## src/sv/conv_weight_layout_reorder_defines.svh

```systemverilog
// ----------------------------------------------------------------------------
// Assertion macros for the convolution weight layout reorder block
// Shared concurrent property forms, clocked on clk and quiet during reset.
// ----------------------------------------------------------------------------
`ifndef CONV_WEIGHT_LAYOUT_REORDER_DEFINES_SVH
`define CONV_WEIGHT_LAYOUT_REORDER_DEFINES_SVH

// Same-cycle implication
`define CWR_ASSERT_SAME(label, pre, post) \
	label: assert property (@(posedge clk) disable iff (!arst_n) (pre) |-> (post)) \
		else $error("cwr: same-cycle property failed");

// Next-cycle implication
`define CWR_ASSERT_NEXT(label, pre, post) \
	label: assert property (@(posedge clk) disable iff (!arst_n) (pre) |=> (post)) \
		else $error("cwr: next-cycle property failed");

`endif

```

## src/sv/cwr_pkg.sv

```systemverilog
// ----------------------------------------------------------------------------
// cwr_pkg
// Widths, reset values, register codes and controller/datapath interface types.
// ----------------------------------------------------------------------------
package cwr_pkg;

	// Field and register widths
	localparam int VALUE_W    = 8;
	localparam int ADDR_W     = 28;
	localparam int KDIM_REG_W = 5;
	localparam int CHAN_REG_W = 11;
	localparam int CFG_DATA_W = 11;
	localparam int CFG_IDX_W  = 2;
	localparam int IN_TDATA_W  = 8;
	localparam int OUT_TDATA_W = 40;

	// Default size limits
	localparam int MAX_KERNEL_DIM = 16;
	localparam int MAX_CHANNELS   = 1024;

	// Register reset values
	localparam logic [KDIM_REG_W-1:0] KERNEL_HEIGHT_RST = KDIM_REG_W'(3);
	localparam logic [KDIM_REG_W-1:0] KERNEL_WIDTH_RST  = KDIM_REG_W'(3);
	localparam logic [CHAN_REG_W-1:0] CHANNELS_IN_RST   = CHAN_REG_W'(1);
	localparam logic [CHAN_REG_W-1:0] CHANNELS_OUT_RST  = CHAN_REG_W'(1);

	// Configuration register indexes
	typedef enum logic [CFG_IDX_W-1:0] {
		REG_KERNEL_HEIGHT = 2'd0,
		REG_KERNEL_WIDTH  = 2'd1,
		REG_CHANNELS_IN   = 2'd2,
		REG_CHANNELS_OUT  = 2'd3
	} cfg_reg_t;

	// Multiply-add step selector: which size and position enter the unit
	typedef enum logic [1:0] {
		SEL_CHANNELS = 2'd0,
		SEL_ROWS     = 2'd1,
		SEL_COLS     = 2'd2
	} calc_sel_t;

	// Controller to datapath commands
	typedef struct packed {
		logic      load;
		logic      calc;
		calc_sel_t sel;
		logic      emit;
	} cwr_cmd_t;

	// Datapath to controller status
	typedef struct packed {
		logic out_free;
	} cwr_status_t;

endpackage

```

## src/sv/cwr_ctrl.sv

```systemverilog
// ----------------------------------------------------------------------------
// cwr_ctrl
// Sequencer: takes an item, runs three multiply-add steps, then emits.
// ----------------------------------------------------------------------------
module cwr_ctrl (
	input  logic                clk,
	input  logic                arst_n,
	input  logic                s_tvalid,
	output logic                s_tready,
	input  cwr_pkg::cwr_status_t status,
	output cwr_pkg::cwr_cmd_t    cmd
);

	typedef enum logic [1:0] {
		ST_IDLE,
		ST_CALC,
		ST_EMIT
	} state_t;

	state_t              state_q;
	cwr_pkg::calc_sel_t  step_q;

	// Hold state and step count
	always_ff @(posedge clk or negedge arst_n) begin
		if (!arst_n) begin
			state_q <= ST_IDLE;
			step_q  <= cwr_pkg::SEL_CHANNELS;
		end else begin
			unique case (state_q)
				ST_IDLE: begin
					if (s_tvalid) begin
						state_q <= ST_CALC;
						step_q  <= cwr_pkg::SEL_CHANNELS;
					end
				end
				ST_CALC: begin
					unique case (step_q)
						cwr_pkg::SEL_CHANNELS: step_q <= cwr_pkg::SEL_ROWS;
						cwr_pkg::SEL_ROWS:     step_q <= cwr_pkg::SEL_COLS;
						default: begin
							step_q  <= cwr_pkg::SEL_CHANNELS;
							state_q <= ST_EMIT;
						end
					endcase
				end
				ST_EMIT: begin
					if (status.out_free) begin
						state_q <= ST_IDLE;
					end
				end
				default: state_q <= ST_IDLE;
			endcase
		end
	end

	// Decode commands from state
	always_comb begin
		s_tready  = (state_q == ST_IDLE);
		cmd.load  = (state_q == ST_IDLE) && s_tvalid;
		cmd.calc  = (state_q == ST_CALC);
		cmd.sel   = step_q;
		cmd.emit  = (state_q == ST_EMIT) && status.out_free;
	end

endmodule

```

## src/sv/cwr_datapath.sv

```systemverilog
// ----------------------------------------------------------------------------
// cwr_datapath
// Size registers, position counters, shared multiply-add and output register.
// ----------------------------------------------------------------------------
module cwr_datapath #(
	parameter int MAX_KERNEL_DIM = cwr_pkg::MAX_KERNEL_DIM,
	parameter int MAX_CHANNELS   = cwr_pkg::MAX_CHANNELS
) (
	input  logic                              clk,
	input  logic                              arst_n,
	input  logic                              cfg_we,
	input  logic [cwr_pkg::CFG_IDX_W-1:0]     cfg_index,
	input  logic [cwr_pkg::CFG_DATA_W-1:0]    cfg_data,
	input  logic [cwr_pkg::VALUE_W-1:0]       weight_value,
	input  logic                              m_tready,
	output logic                              m_tvalid,
	output logic [cwr_pkg::ADDR_W-1:0]        dest_address,
	output logic [cwr_pkg::VALUE_W-1:0]       dest_value,
	output logic                              tensor_last,
	input  cwr_pkg::cwr_cmd_t                 cmd,
	output cwr_pkg::cwr_status_t              status
);

	localparam int ADDR_W = cwr_pkg::ADDR_W;
	localparam int KPOS_W = (MAX_KERNEL_DIM > 1) ? $clog2(MAX_KERNEL_DIM) : 1;
	localparam int CPOS_W = (MAX_CHANNELS > 1) ? $clog2(MAX_CHANNELS) : 1;
	localparam int KSZ_W  = $clog2(MAX_KERNEL_DIM + 1);
	localparam int CSZ_W  = $clog2(MAX_CHANNELS + 1);
	localparam int SZ_W   = (KSZ_W > CSZ_W) ? KSZ_W : CSZ_W;
	localparam int POS_W  = (KPOS_W > CPOS_W) ? KPOS_W : CPOS_W;

	// Configuration registers
	logic [cwr_pkg::KDIM_REG_W-1:0] kernel_height_q, kernel_width_q;
	logic [cwr_pkg::CHAN_REG_W-1:0] channels_in_q, channels_out_q;

	// Position counters
	logic [KPOS_W-1:0] col_pos_q, row_pos_q;
	logic [CPOS_W-1:0] inch_pos_q, outch_pos_q;

	// Working registers
	logic [ADDR_W-1:0]           acc_q;
	logic [cwr_pkg::VALUE_W-1:0] value_q;

	// Output register
	logic                        out_valid_q;
	logic [ADDR_W-1:0]           out_addr_q;
	logic [cwr_pkg::VALUE_W-1:0] out_value_q;
	logic                        out_last_q;

	logic [KSZ_W-1:0] h_eff, w_eff;
	logic [CSZ_W-1:0] ci_eff, co_eff;
	logic             col_end, row_end, inch_end, outch_end;
	logic [SZ_W-1:0]  mul_size;
	logic [POS_W-1:0] mul_pos;
	logic [ADDR_W+SZ_W-1:0] product;
	logic [ADDR_W-1:0] acc_next;

	// Write configuration registers
	always_ff @(posedge clk or negedge arst_n) begin
		if (!arst_n) begin
			kernel_height_q <= cwr_pkg::KERNEL_HEIGHT_RST;
			kernel_width_q  <= cwr_pkg::KERNEL_WIDTH_RST;
			channels_in_q   <= cwr_pkg::CHANNELS_IN_RST;
			channels_out_q  <= cwr_pkg::CHANNELS_OUT_RST;
		end else if (cfg_we) begin
			unique case (cwr_pkg::cfg_reg_t'(cfg_index))
				cwr_pkg::REG_KERNEL_HEIGHT:
					kernel_height_q <= cfg_data[cwr_pkg::KDIM_REG_W-1:0];
				cwr_pkg::REG_KERNEL_WIDTH:
					kernel_width_q  <= cfg_data[cwr_pkg::KDIM_REG_W-1:0];
				cwr_pkg::REG_CHANNELS_IN:
					channels_in_q   <= cfg_data[cwr_pkg::CHAN_REG_W-1:0];
				cwr_pkg::REG_CHANNELS_OUT:
					channels_out_q  <= cfg_data[cwr_pkg::CHAN_REG_W-1:0];
				default: ;
			endcase
		end
	end

	// Clamp sizes: zero acts as one, oversize acts as the limit
	always_comb begin
		if (kernel_height_q == '0)
			h_eff = KSZ_W'(1);
		else if (32'(kernel_height_q) > 32'(MAX_KERNEL_DIM))
			h_eff = KSZ_W'(MAX_KERNEL_DIM);
		else
			h_eff = KSZ_W'(kernel_height_q);

		if (kernel_width_q == '0)
			w_eff = KSZ_W'(1);
		else if (32'(kernel_width_q) > 32'(MAX_KERNEL_DIM))
			w_eff = KSZ_W'(MAX_KERNEL_DIM);
		else
			w_eff = KSZ_W'(kernel_width_q);

		if (channels_in_q == '0)
			ci_eff = CSZ_W'(1);
		else if (32'(channels_in_q) > 32'(MAX_CHANNELS))
			ci_eff = CSZ_W'(MAX_CHANNELS);
		else
			ci_eff = CSZ_W'(channels_in_q);

		if (channels_out_q == '0)
			co_eff = CSZ_W'(1);
		else if (32'(channels_out_q) > 32'(MAX_CHANNELS))
			co_eff = CSZ_W'(MAX_CHANNELS);
		else
			co_eff = CSZ_W'(channels_out_q);
	end

	// Detect counters at or past their last position
	assign inch_end  = (32'(inch_pos_q) + 32'd1) >= 32'(ci_eff);
	assign col_end   = (32'(col_pos_q) + 32'd1) >= 32'(w_eff);
	assign row_end   = (32'(row_pos_q) + 32'd1) >= 32'(h_eff);
	assign outch_end = (32'(outch_pos_q) + 32'd1) >= 32'(co_eff);

	// Select the operands of the shared multiply-add
	always_comb begin
		unique case (cmd.sel)
			cwr_pkg::SEL_CHANNELS: begin
				mul_size = SZ_W'(ci_eff);
				mul_pos  = POS_W'(inch_pos_q);
			end
			cwr_pkg::SEL_ROWS: begin
				mul_size = SZ_W'(h_eff);
				mul_pos  = POS_W'(row_pos_q);
			end
			default: begin
				mul_size = SZ_W'(w_eff);
				mul_pos  = POS_W'(col_pos_q);
			end
		endcase
	end

	// Address is kept modulo the address width at every step
	assign product  = (ADDR_W+SZ_W)'(acc_q) * (ADDR_W+SZ_W)'(mul_size);
	assign acc_next = product[ADDR_W-1:0] + ADDR_W'(mul_pos);

	// Capture the item, then fold in one dimension per step
	always_ff @(posedge clk) begin
		if (cmd.load) begin
			acc_q   <= ADDR_W'(outch_pos_q);
			value_q <= weight_value;
		end else if (cmd.calc) begin
			acc_q <= acc_next;
		end
	end

	// Advance position counters on emit
	always_ff @(posedge clk or negedge arst_n) begin
		if (!arst_n) begin
			col_pos_q   <= '0;
			row_pos_q   <= '0;
			inch_pos_q  <= '0;
			outch_pos_q <= '0;
		end else if (cmd.emit) begin
			if (!inch_end) begin
				inch_pos_q <= inch_pos_q + CPOS_W'(1);
			end else begin
				inch_pos_q <= '0;
				if (!col_end) begin
					col_pos_q <= col_pos_q + KPOS_W'(1);
				end else begin
					col_pos_q <= '0;
					if (!row_end) begin
						row_pos_q <= row_pos_q + KPOS_W'(1);
					end else begin
						row_pos_q <= '0;
						if (!outch_end)
							outch_pos_q <= outch_pos_q + CPOS_W'(1);
						else
							outch_pos_q <= '0;
					end
				end
			end
		end
	end

	// Hold the result until the receiver takes it
	always_ff @(posedge clk or negedge arst_n) begin
		if (!arst_n) begin
			out_valid_q <= 1'b0;
		end else if (cmd.emit) begin
			out_valid_q <= 1'b1;
		end else if (m_tready) begin
			out_valid_q <= 1'b0;
		end
	end

	always_ff @(posedge clk) begin
		if (cmd.emit) begin
			out_addr_q  <= acc_q;
			out_value_q <= value_q;
			out_last_q  <= inch_end && col_end && row_end && outch_end;
		end
	end

	assign status.out_free = !out_valid_q || m_tready;
	assign m_tvalid        = out_valid_q;
	assign dest_address    = out_addr_q;
	assign dest_value      = out_value_q;
	assign tensor_last     = out_last_q;

endmodule

```

## src/sv/conv_weight_layout_reorder.sv

```systemverilog
// ----------------------------------------------------------------------------
// conv_weight_layout_reorder
// Weight stream in OHWI order out as values with their OIHW element address.
// ----------------------------------------------------------------------------
// Usage:
//   s_* takes one signed 8-bit weight per item, in-channel fastest, then
//   column, row and out-channel. m_* returns one item per weight: the
//   destination address, the weight unchanged, and tlast on the final
//   weight of the tensor, after which all positions return to zero.
//   cfg_we/cfg_index/cfg_data set kernel height, kernel width, input and
//   output channel counts; write them only while no item is in flight.
//   An accepted item is captured, then folded through the shared multiply-add
//   unit one dimension of the address per cycle (3 steps), then emitted to
//   the output register; the input stays closed until that emit, so a new
//   item is taken only after the last one has been emitted.
//   The output register holds a result while the receiver stalls; the next
//   item is still accepted and computed, and waits to emit until the
//   register frees.
//   Reset clears the positions, restores 3x3 kernels with one channel in
//   and out, and empties the output register.
// ----------------------------------------------------------------------------
`include "conv_weight_layout_reorder_defines.svh"

module conv_weight_layout_reorder #(
	parameter int MAX_KERNEL_DIM = cwr_pkg::MAX_KERNEL_DIM,
	parameter int MAX_CHANNELS   = cwr_pkg::MAX_CHANNELS
) (
	input  logic                               clk,
	input  logic                               arst_n,
	input  logic                               cfg_we,
	input  logic [cwr_pkg::CFG_IDX_W-1:0]      cfg_index,
	input  logic [cwr_pkg::CFG_DATA_W-1:0]     cfg_data,
	input  logic                               s_tvalid,
	output logic                               s_tready,
	input  logic [cwr_pkg::IN_TDATA_W-1:0]     s_tdata,  // [7:0] weight_value
	output logic                               m_tvalid,
	input  logic                               m_tready,
	output logic [cwr_pkg::OUT_TDATA_W-1:0]    m_tdata,  // [27:0] dest_address,
	                                                     // [35:28] dest_value, rest zero
	output logic                               m_tlast   // tensor_last
);

	cwr_pkg::cwr_cmd_t    cmd;
	cwr_pkg::cwr_status_t status;

	logic [cwr_pkg::ADDR_W-1:0]  dest_address;
	logic [cwr_pkg::VALUE_W-1:0] dest_value;

	cwr_ctrl u_ctrl (
		.clk      (clk),
		.arst_n   (arst_n),
		.s_tvalid (s_tvalid),
		.s_tready (s_tready),
		.status   (status),
		.cmd      (cmd)
	);

	cwr_datapath #(
		.MAX_KERNEL_DIM (MAX_KERNEL_DIM),
		.MAX_CHANNELS   (MAX_CHANNELS)
	) u_datapath (
		.clk          (clk),
		.arst_n       (arst_n),
		.cfg_we       (cfg_we),
		.cfg_index    (cfg_index),
		.cfg_data     (cfg_data),
		.weight_value (s_tdata[cwr_pkg::VALUE_W-1:0]),
		.m_tready     (m_tready),
		.m_tvalid     (m_tvalid),
		.dest_address (dest_address),
		.dest_value   (dest_value),
		.tensor_last  (m_tlast),
		.cmd          (cmd),
		.status       (status)
	);

	// Pack the result fields: zero padding highest, address lowest
	assign m_tdata = {
		(cwr_pkg::OUT_TDATA_W - cwr_pkg::ADDR_W - cwr_pkg::VALUE_W)'(0),
		dest_value,
		dest_address
	};

	// An accepted item keeps the input closed on the next cycle
	`CWR_ASSERT_NEXT(a_busy_after_accept, s_tvalid && s_tready, !s_tready)
	// Never overwrite a result the receiver has not taken
	`CWR_ASSERT_SAME(a_emit_only_when_free, cmd.emit, !m_tvalid || m_tready)
	// An emitted result is presented on the next cycle
	`CWR_ASSERT_NEXT(a_emit_shows_valid, cmd.emit, m_tvalid)
	// Load happens only on an input handshake
	`CWR_ASSERT_SAME(a_load_on_accept, cmd.load, s_tvalid && s_tready)

endmodule

```

## config.mk

```make
export PLATFORM = sky130hd
export DESIGN_NAME = conv_weight_layout_reorder
export DESIGN_NICKNAME = d
export VERILOG_FILES = /design/src/sv/cwr_pkg.sv /design/src/sv/cwr_ctrl.sv /design/src/sv/cwr_datapath.sv /design/src/sv/conv_weight_layout_reorder.sv
export VERILOG_INCLUDE_DIRS = /design/src /design/src/sv
export SDC_FILE = /design/constraint.sdc
export NUM_CORES = 1
export LEC_CHECK = 0
export BUFFER_PORTS_ARGS = -buffer_cell sky130_fd_sc_hd__buf_4
export CORE_MARGIN = 10
export CORE_UTILIZATION = 69
export CTS_BUF_LIST = sky130_fd_sc_hd__clkbuf_8
export DETAILED_ROUTE_END_ITERATION = 7
export HOLD_SLACK_MARGIN = 0.1
export PLACE_DENSITY = 0.95
export SLEW_MARGIN = 40
export SYNTH_ARGS = -nofsm -noshare
export SYNTH_HDL_FRONTEND = slang
export SYNTH_SLANG_ARGS = --single-unit
export TNS_END_PERCENT = 100
```

## constraint.sdc

```tcl
create_clock -name clk -period 10.1 [get_ports clk]
set_clock_uncertainty 0.15 [all_clocks]
set_input_delay 1.515 -clock clk [delete_from_list [all_inputs] [get_ports clk]]
set_output_delay 1.515 -clock clk [all_outputs]
set_load 0.01 [all_outputs]
```

==> results.txt <==
Measured along the x axis, the die boundary spans between 150 and 200 um. The number of endpoints failing setup at the final stage came out at 0. The clock tree from TritonCTS is done. The number of buffers inserted by hold repair at cts is 0.

Among all cell types in the netlist, the one instantiated most often is sky130_fd_sc_hd__inv_1. The maximum number of pins on one net before global-route repair came out at 66. Setup repair after global routing left no endpoint under its margin. The HPWL after detailed placement is 26.6 mm.

After clock tree synthesis, the clock-pin slew on the worst setup and hold paths is ~0.090 ns. The last weighted congestion value of the routability-driven placer is 0.885. The data required time of the critical path is about 10 ns. The number of slew-limit violations in the final report is 0. The number of global-route vias before repair is around 12000. The floorplan die height came out at ~160 um. The dominant synthesized flop cell is sky130_fd_sc_hd__dfrtp_1. Buffers inserted during clock tree synthesis total 17. The initial core utilization is 70.9%. The first-pass GRT wire length is 61.9 mm. The worst setup path is captured at a register. The number of DRC markers in iteration 0 came out at around 1500. The worst path uses a little over two thirds of the clock period.

The fraction of final layout cells with drive strength greater than 1 came out at around 11%. The total iterations of the first detailed-routing run is 5. Ranked by total cell area, the synthesized netlist is headed by sky130_fd_sc_hd__fa_1, sky130_fd_sc_hd__edfxtp_1, sky130_fd_sc_hd__dfrtp_1, sky130_fd_sc_hd__ha_1, sky130_fd_sc_hd__inv_1.

Measured against its own limit, the worst slew margin works out to about 44%. The cell taking the most area after synthesis is sky130_fd_sc_hd__fa_1. The layout overhead on the synthesized area came out at 7.65%.

Counting flops with a built-in enable in the synthesized netlist gives 55. At the pin with the least slew margin, the transition time is about 0.83 ns. The maximum root-to-sink buffer count came out at 2. The synthesized cell area came out at approximately 0.014 mm2. After detailed routing, the total wire length is about 38 mm. Detailed routing inserted a total of approximately 11000 vias. 0 antenna diodes ended up in the layout. The routed length per placed instance came out at about 21 um. During synthesis, Yosys emitted a total of 0 warnings. The final number of hold-violating endpoints is 0. The clock latency reported for the late side of the worst-skew pair is 0.47 ns. After detailed routing, the number of vias per cell comes to slightly above 6. The initial antenna violation count came to 0. The fraction of synthesized cell area taken by the top area cell type came out at between 20% and 30%. The critical path goes through inv_2 -> nand2_1 -> nor3_4 -> buf_4 -> nand2_1 -> fa_1 -> inv_1 -> fa_1 -> fa_1 -> fa_1 -> inv_1 -> fa_1 -> inv_1 -> ha_1 -> a21o_1 -> a21o_1 -> a21o_1 -> a221oi_2 -> o31ai_1 -> a21oi_1 -> o31ai_1 -> xnor2_1 -> o21ai_1. The number of DRC violations after detailed routing is 0. The average cell area after synthesis came out at between 9 and 10 um2. The worst min-delay path category is reg -> reg. The cell repeated most along the worst path is sky130_fd_sc_hd__fa_1. The proportion of register bits with asynchronous set or reset after synthesis came out at 47.1%. The delay of the slowest critical-path stage is 0.60 ns. The all-layer global routing usage is ~29%. Clock tree synthesis found a total of 138 sinks.

The time the worst path needs with I/O delays and setup is between 7 and 8 ns. The count of buffers from port buffering came out at 64. The count of state elements after synthesis is around 140.

Clock tree synthesis selected as its root buffer the cell sky130_fd_sc_hd__clkbuf_8. The number of different library cells in the post-synthesis netlist is 66. The startpoint kind of the worst setup timing path is a register. The flow ran to the end, and the final reports show no timing, DRC or antenna violations. The total of max-cap violations came out at 0. The remaining antenna violation count after routing came out at 0. Ranked by instance count, the synthesized netlist is headed by sky130_fd_sc_hd__inv_1, sky130_fd_sc_hd__nand2_1, sky130_fd_sc_hd__fa_1. The timing-limited maximum frequency is between 100 and 150 MHz. The number of resized instances in the post-cts repair step is 0.

The critical path's slowest cell is sky130_fd_sc_hd__dfrtp_1. The share of the Yosys chip area taken by registers is around a quarter. The floorplan step defined a core boundary enclosing 0.0204 mm2. Setup total negative slack on the finished layout was measured at 0 ns. The largest fanout of any net on the critical path came out at 16. The number of cell rows came out at 52. For this run the aggregate overflow at the end of global routing stands at 0. The floorplan die area is 0.0272 mm2.

The fraction of the core area covered by cells at the end of the flow is around three quarters. The final layout net count came out at between 1500 and 2000. The I/O pin count is 69. At the worst endpoint, the arrival time is around 7.2 ns. The synthesized netlist cell count came out at 1515.

The number of buffers inserted by post-CTS setup repair came out at 0. The CTS H-tree depth came out at 4. The setup path with the least slack is of type reg -> reg.
==> final timing paths <==
path                                               from                      endpoint  slack (ns)  cells after the start
setup / recovery           u_datapath.channels_in_q[10]          u_datapath.acc_q[26]        3.04                     23
hold / removal                    u_datapath.value_q[1]      u_datapath.dest_value[1]        0.28                      0
setup reg to reg           u_datapath.channels_in_q[10]          u_datapath.acc_q[26]        3.04                     23
hold reg to reg                   u_datapath.value_q[1]      u_datapath.dest_value[1]        0.28                      0
max in group asynchronous                        arst_n              u_ctrl.step_q[0]        8.49                      1
min in group asynchronous                        arst_n  u_datapath.channels_out_q[7]        0.85                      1
==> placed cells by master, fill, tap and decap left out, types with 25 or more instances in the layout <==
master / instances
sky130_fd_sc_hd__o21ai_0: 31
sky130_fd_sc_hd__a21o_1: 25
sky130_fd_sc_hd__a21oi_1: 28
sky130_fd_sc_hd__dfrtp_1: 58
sky130_fd_sc_hd__inv_1: 257
sky130_fd_sc_hd__fa_1: 192
sky130_fd_sc_hd__xnor2_1: 37
sky130_fd_sc_hd__edfxtp_1: 55
sky130_fd_sc_hd__and2_1: 119
sky130_fd_sc_hd__mux2_2: 34
sky130_fd_sc_hd__nand2_1: 243
sky130_fd_sc_hd__buf_4: 75
sky130_fd_sc_hd__nor2_1: 41
sky130_fd_sc_hd__ha_1: 99
==> registers in the layout, summed over array words and instances, names as in the netlist <==
| name | cells |
|---|---|
| u_datapath.channels_in_q | 11 |
| u_ctrl.state_q | 2 |
| u_datapath.m_tvalid | 1 |
| u_datapath.acc_q | 28 |
| u_datapath.dest_value | 8 |
| u_datapath.inch_pos_q | 10 |
| u_datapath.channels_out_q | 11 |
| u_datapath.row_pos_q | 4 |
| u_datapath.col_pos_q | 4 |
| u_datapath.value_q | 8 |
| u_datapath.dest_address | 28 |
| u_datapath.kernel_height_q | 5 |
| u_datapath.outch_pos_q | 10 |
| u_datapath.kernel_width_q | 5 |
| u_ctrl.step_q | 2 |
| u_datapath.tensor_last | 1 |
==> routing by layer <==
| layer | vias up | track usage [%] | wire length (um) |
|---|---|---|---|
| li1 | 4796 | - | - |
| met1 | 5535 | 35.7 | 13700 |
| met2 | 755 | 47.7 | 18400 |
| met3 | 164 | 6.27 | 3870 |
| met4 | 0 | 13.9 | 1630 |
| met5 | - | 0 | 0 |
==> cells by family after synthesis <==
logic type / Yosys count / synth area share [%]
and+or+nand+nor: 498 / 17.0
DFF: 138 / 25.2
xor gates and xnor gates: 57 / 3.54
adders and majority gates: 291 / 35.1
other: 1 / 0.0259
muxes: 38 / 2.92
AOI/OAI and AO/OA: 162 / 7.50
buffers and inverters: 330 / 8.76
==> layout make-up <==
type	instances	area [um2]
sequential	138	3650
multi-input combinational	1050	9620
timing repair buffer	77	588
inverter	262	983
tap	270	338
clock inverter	14	173
fill	1240	4830
clock buffer	18	248
==> worst max-delay path, delay by kind of cell (launching register included) <==
family	cells	cell delay, ns
XOR/XNOR	1	0.16
AO/OA/AOI/OAI	8	1.56
AND/OR/NAND/NOR	3	0.70
buffers and inverters	5	0.78
flip-flops	1	0.60
adder cells (fa/ha/maj)	6	2.97
==> stage by stage <==
stage / instances / cell area [um2] / setup WS [ns] / hold slack [ns]
after global routing: 1829 / 15600 / 2.76 / 0.298
final: 1829 / 15600 / 3.04 / 0.276
after floorplan: 1518 / 14500 / 3.83 / 0.250
after global placement: 1796 / 15200 / 3.13 / 0.253
after CTS: 1828 / 15600 / 2.92 / 0.277
after detailed placement: 1796 / 15200 / 2.96 / 0.255
Power is left out: the tool's default activity adds up to more than one toggle a clock period on the data nets, which glitch-free logic cannot reach.
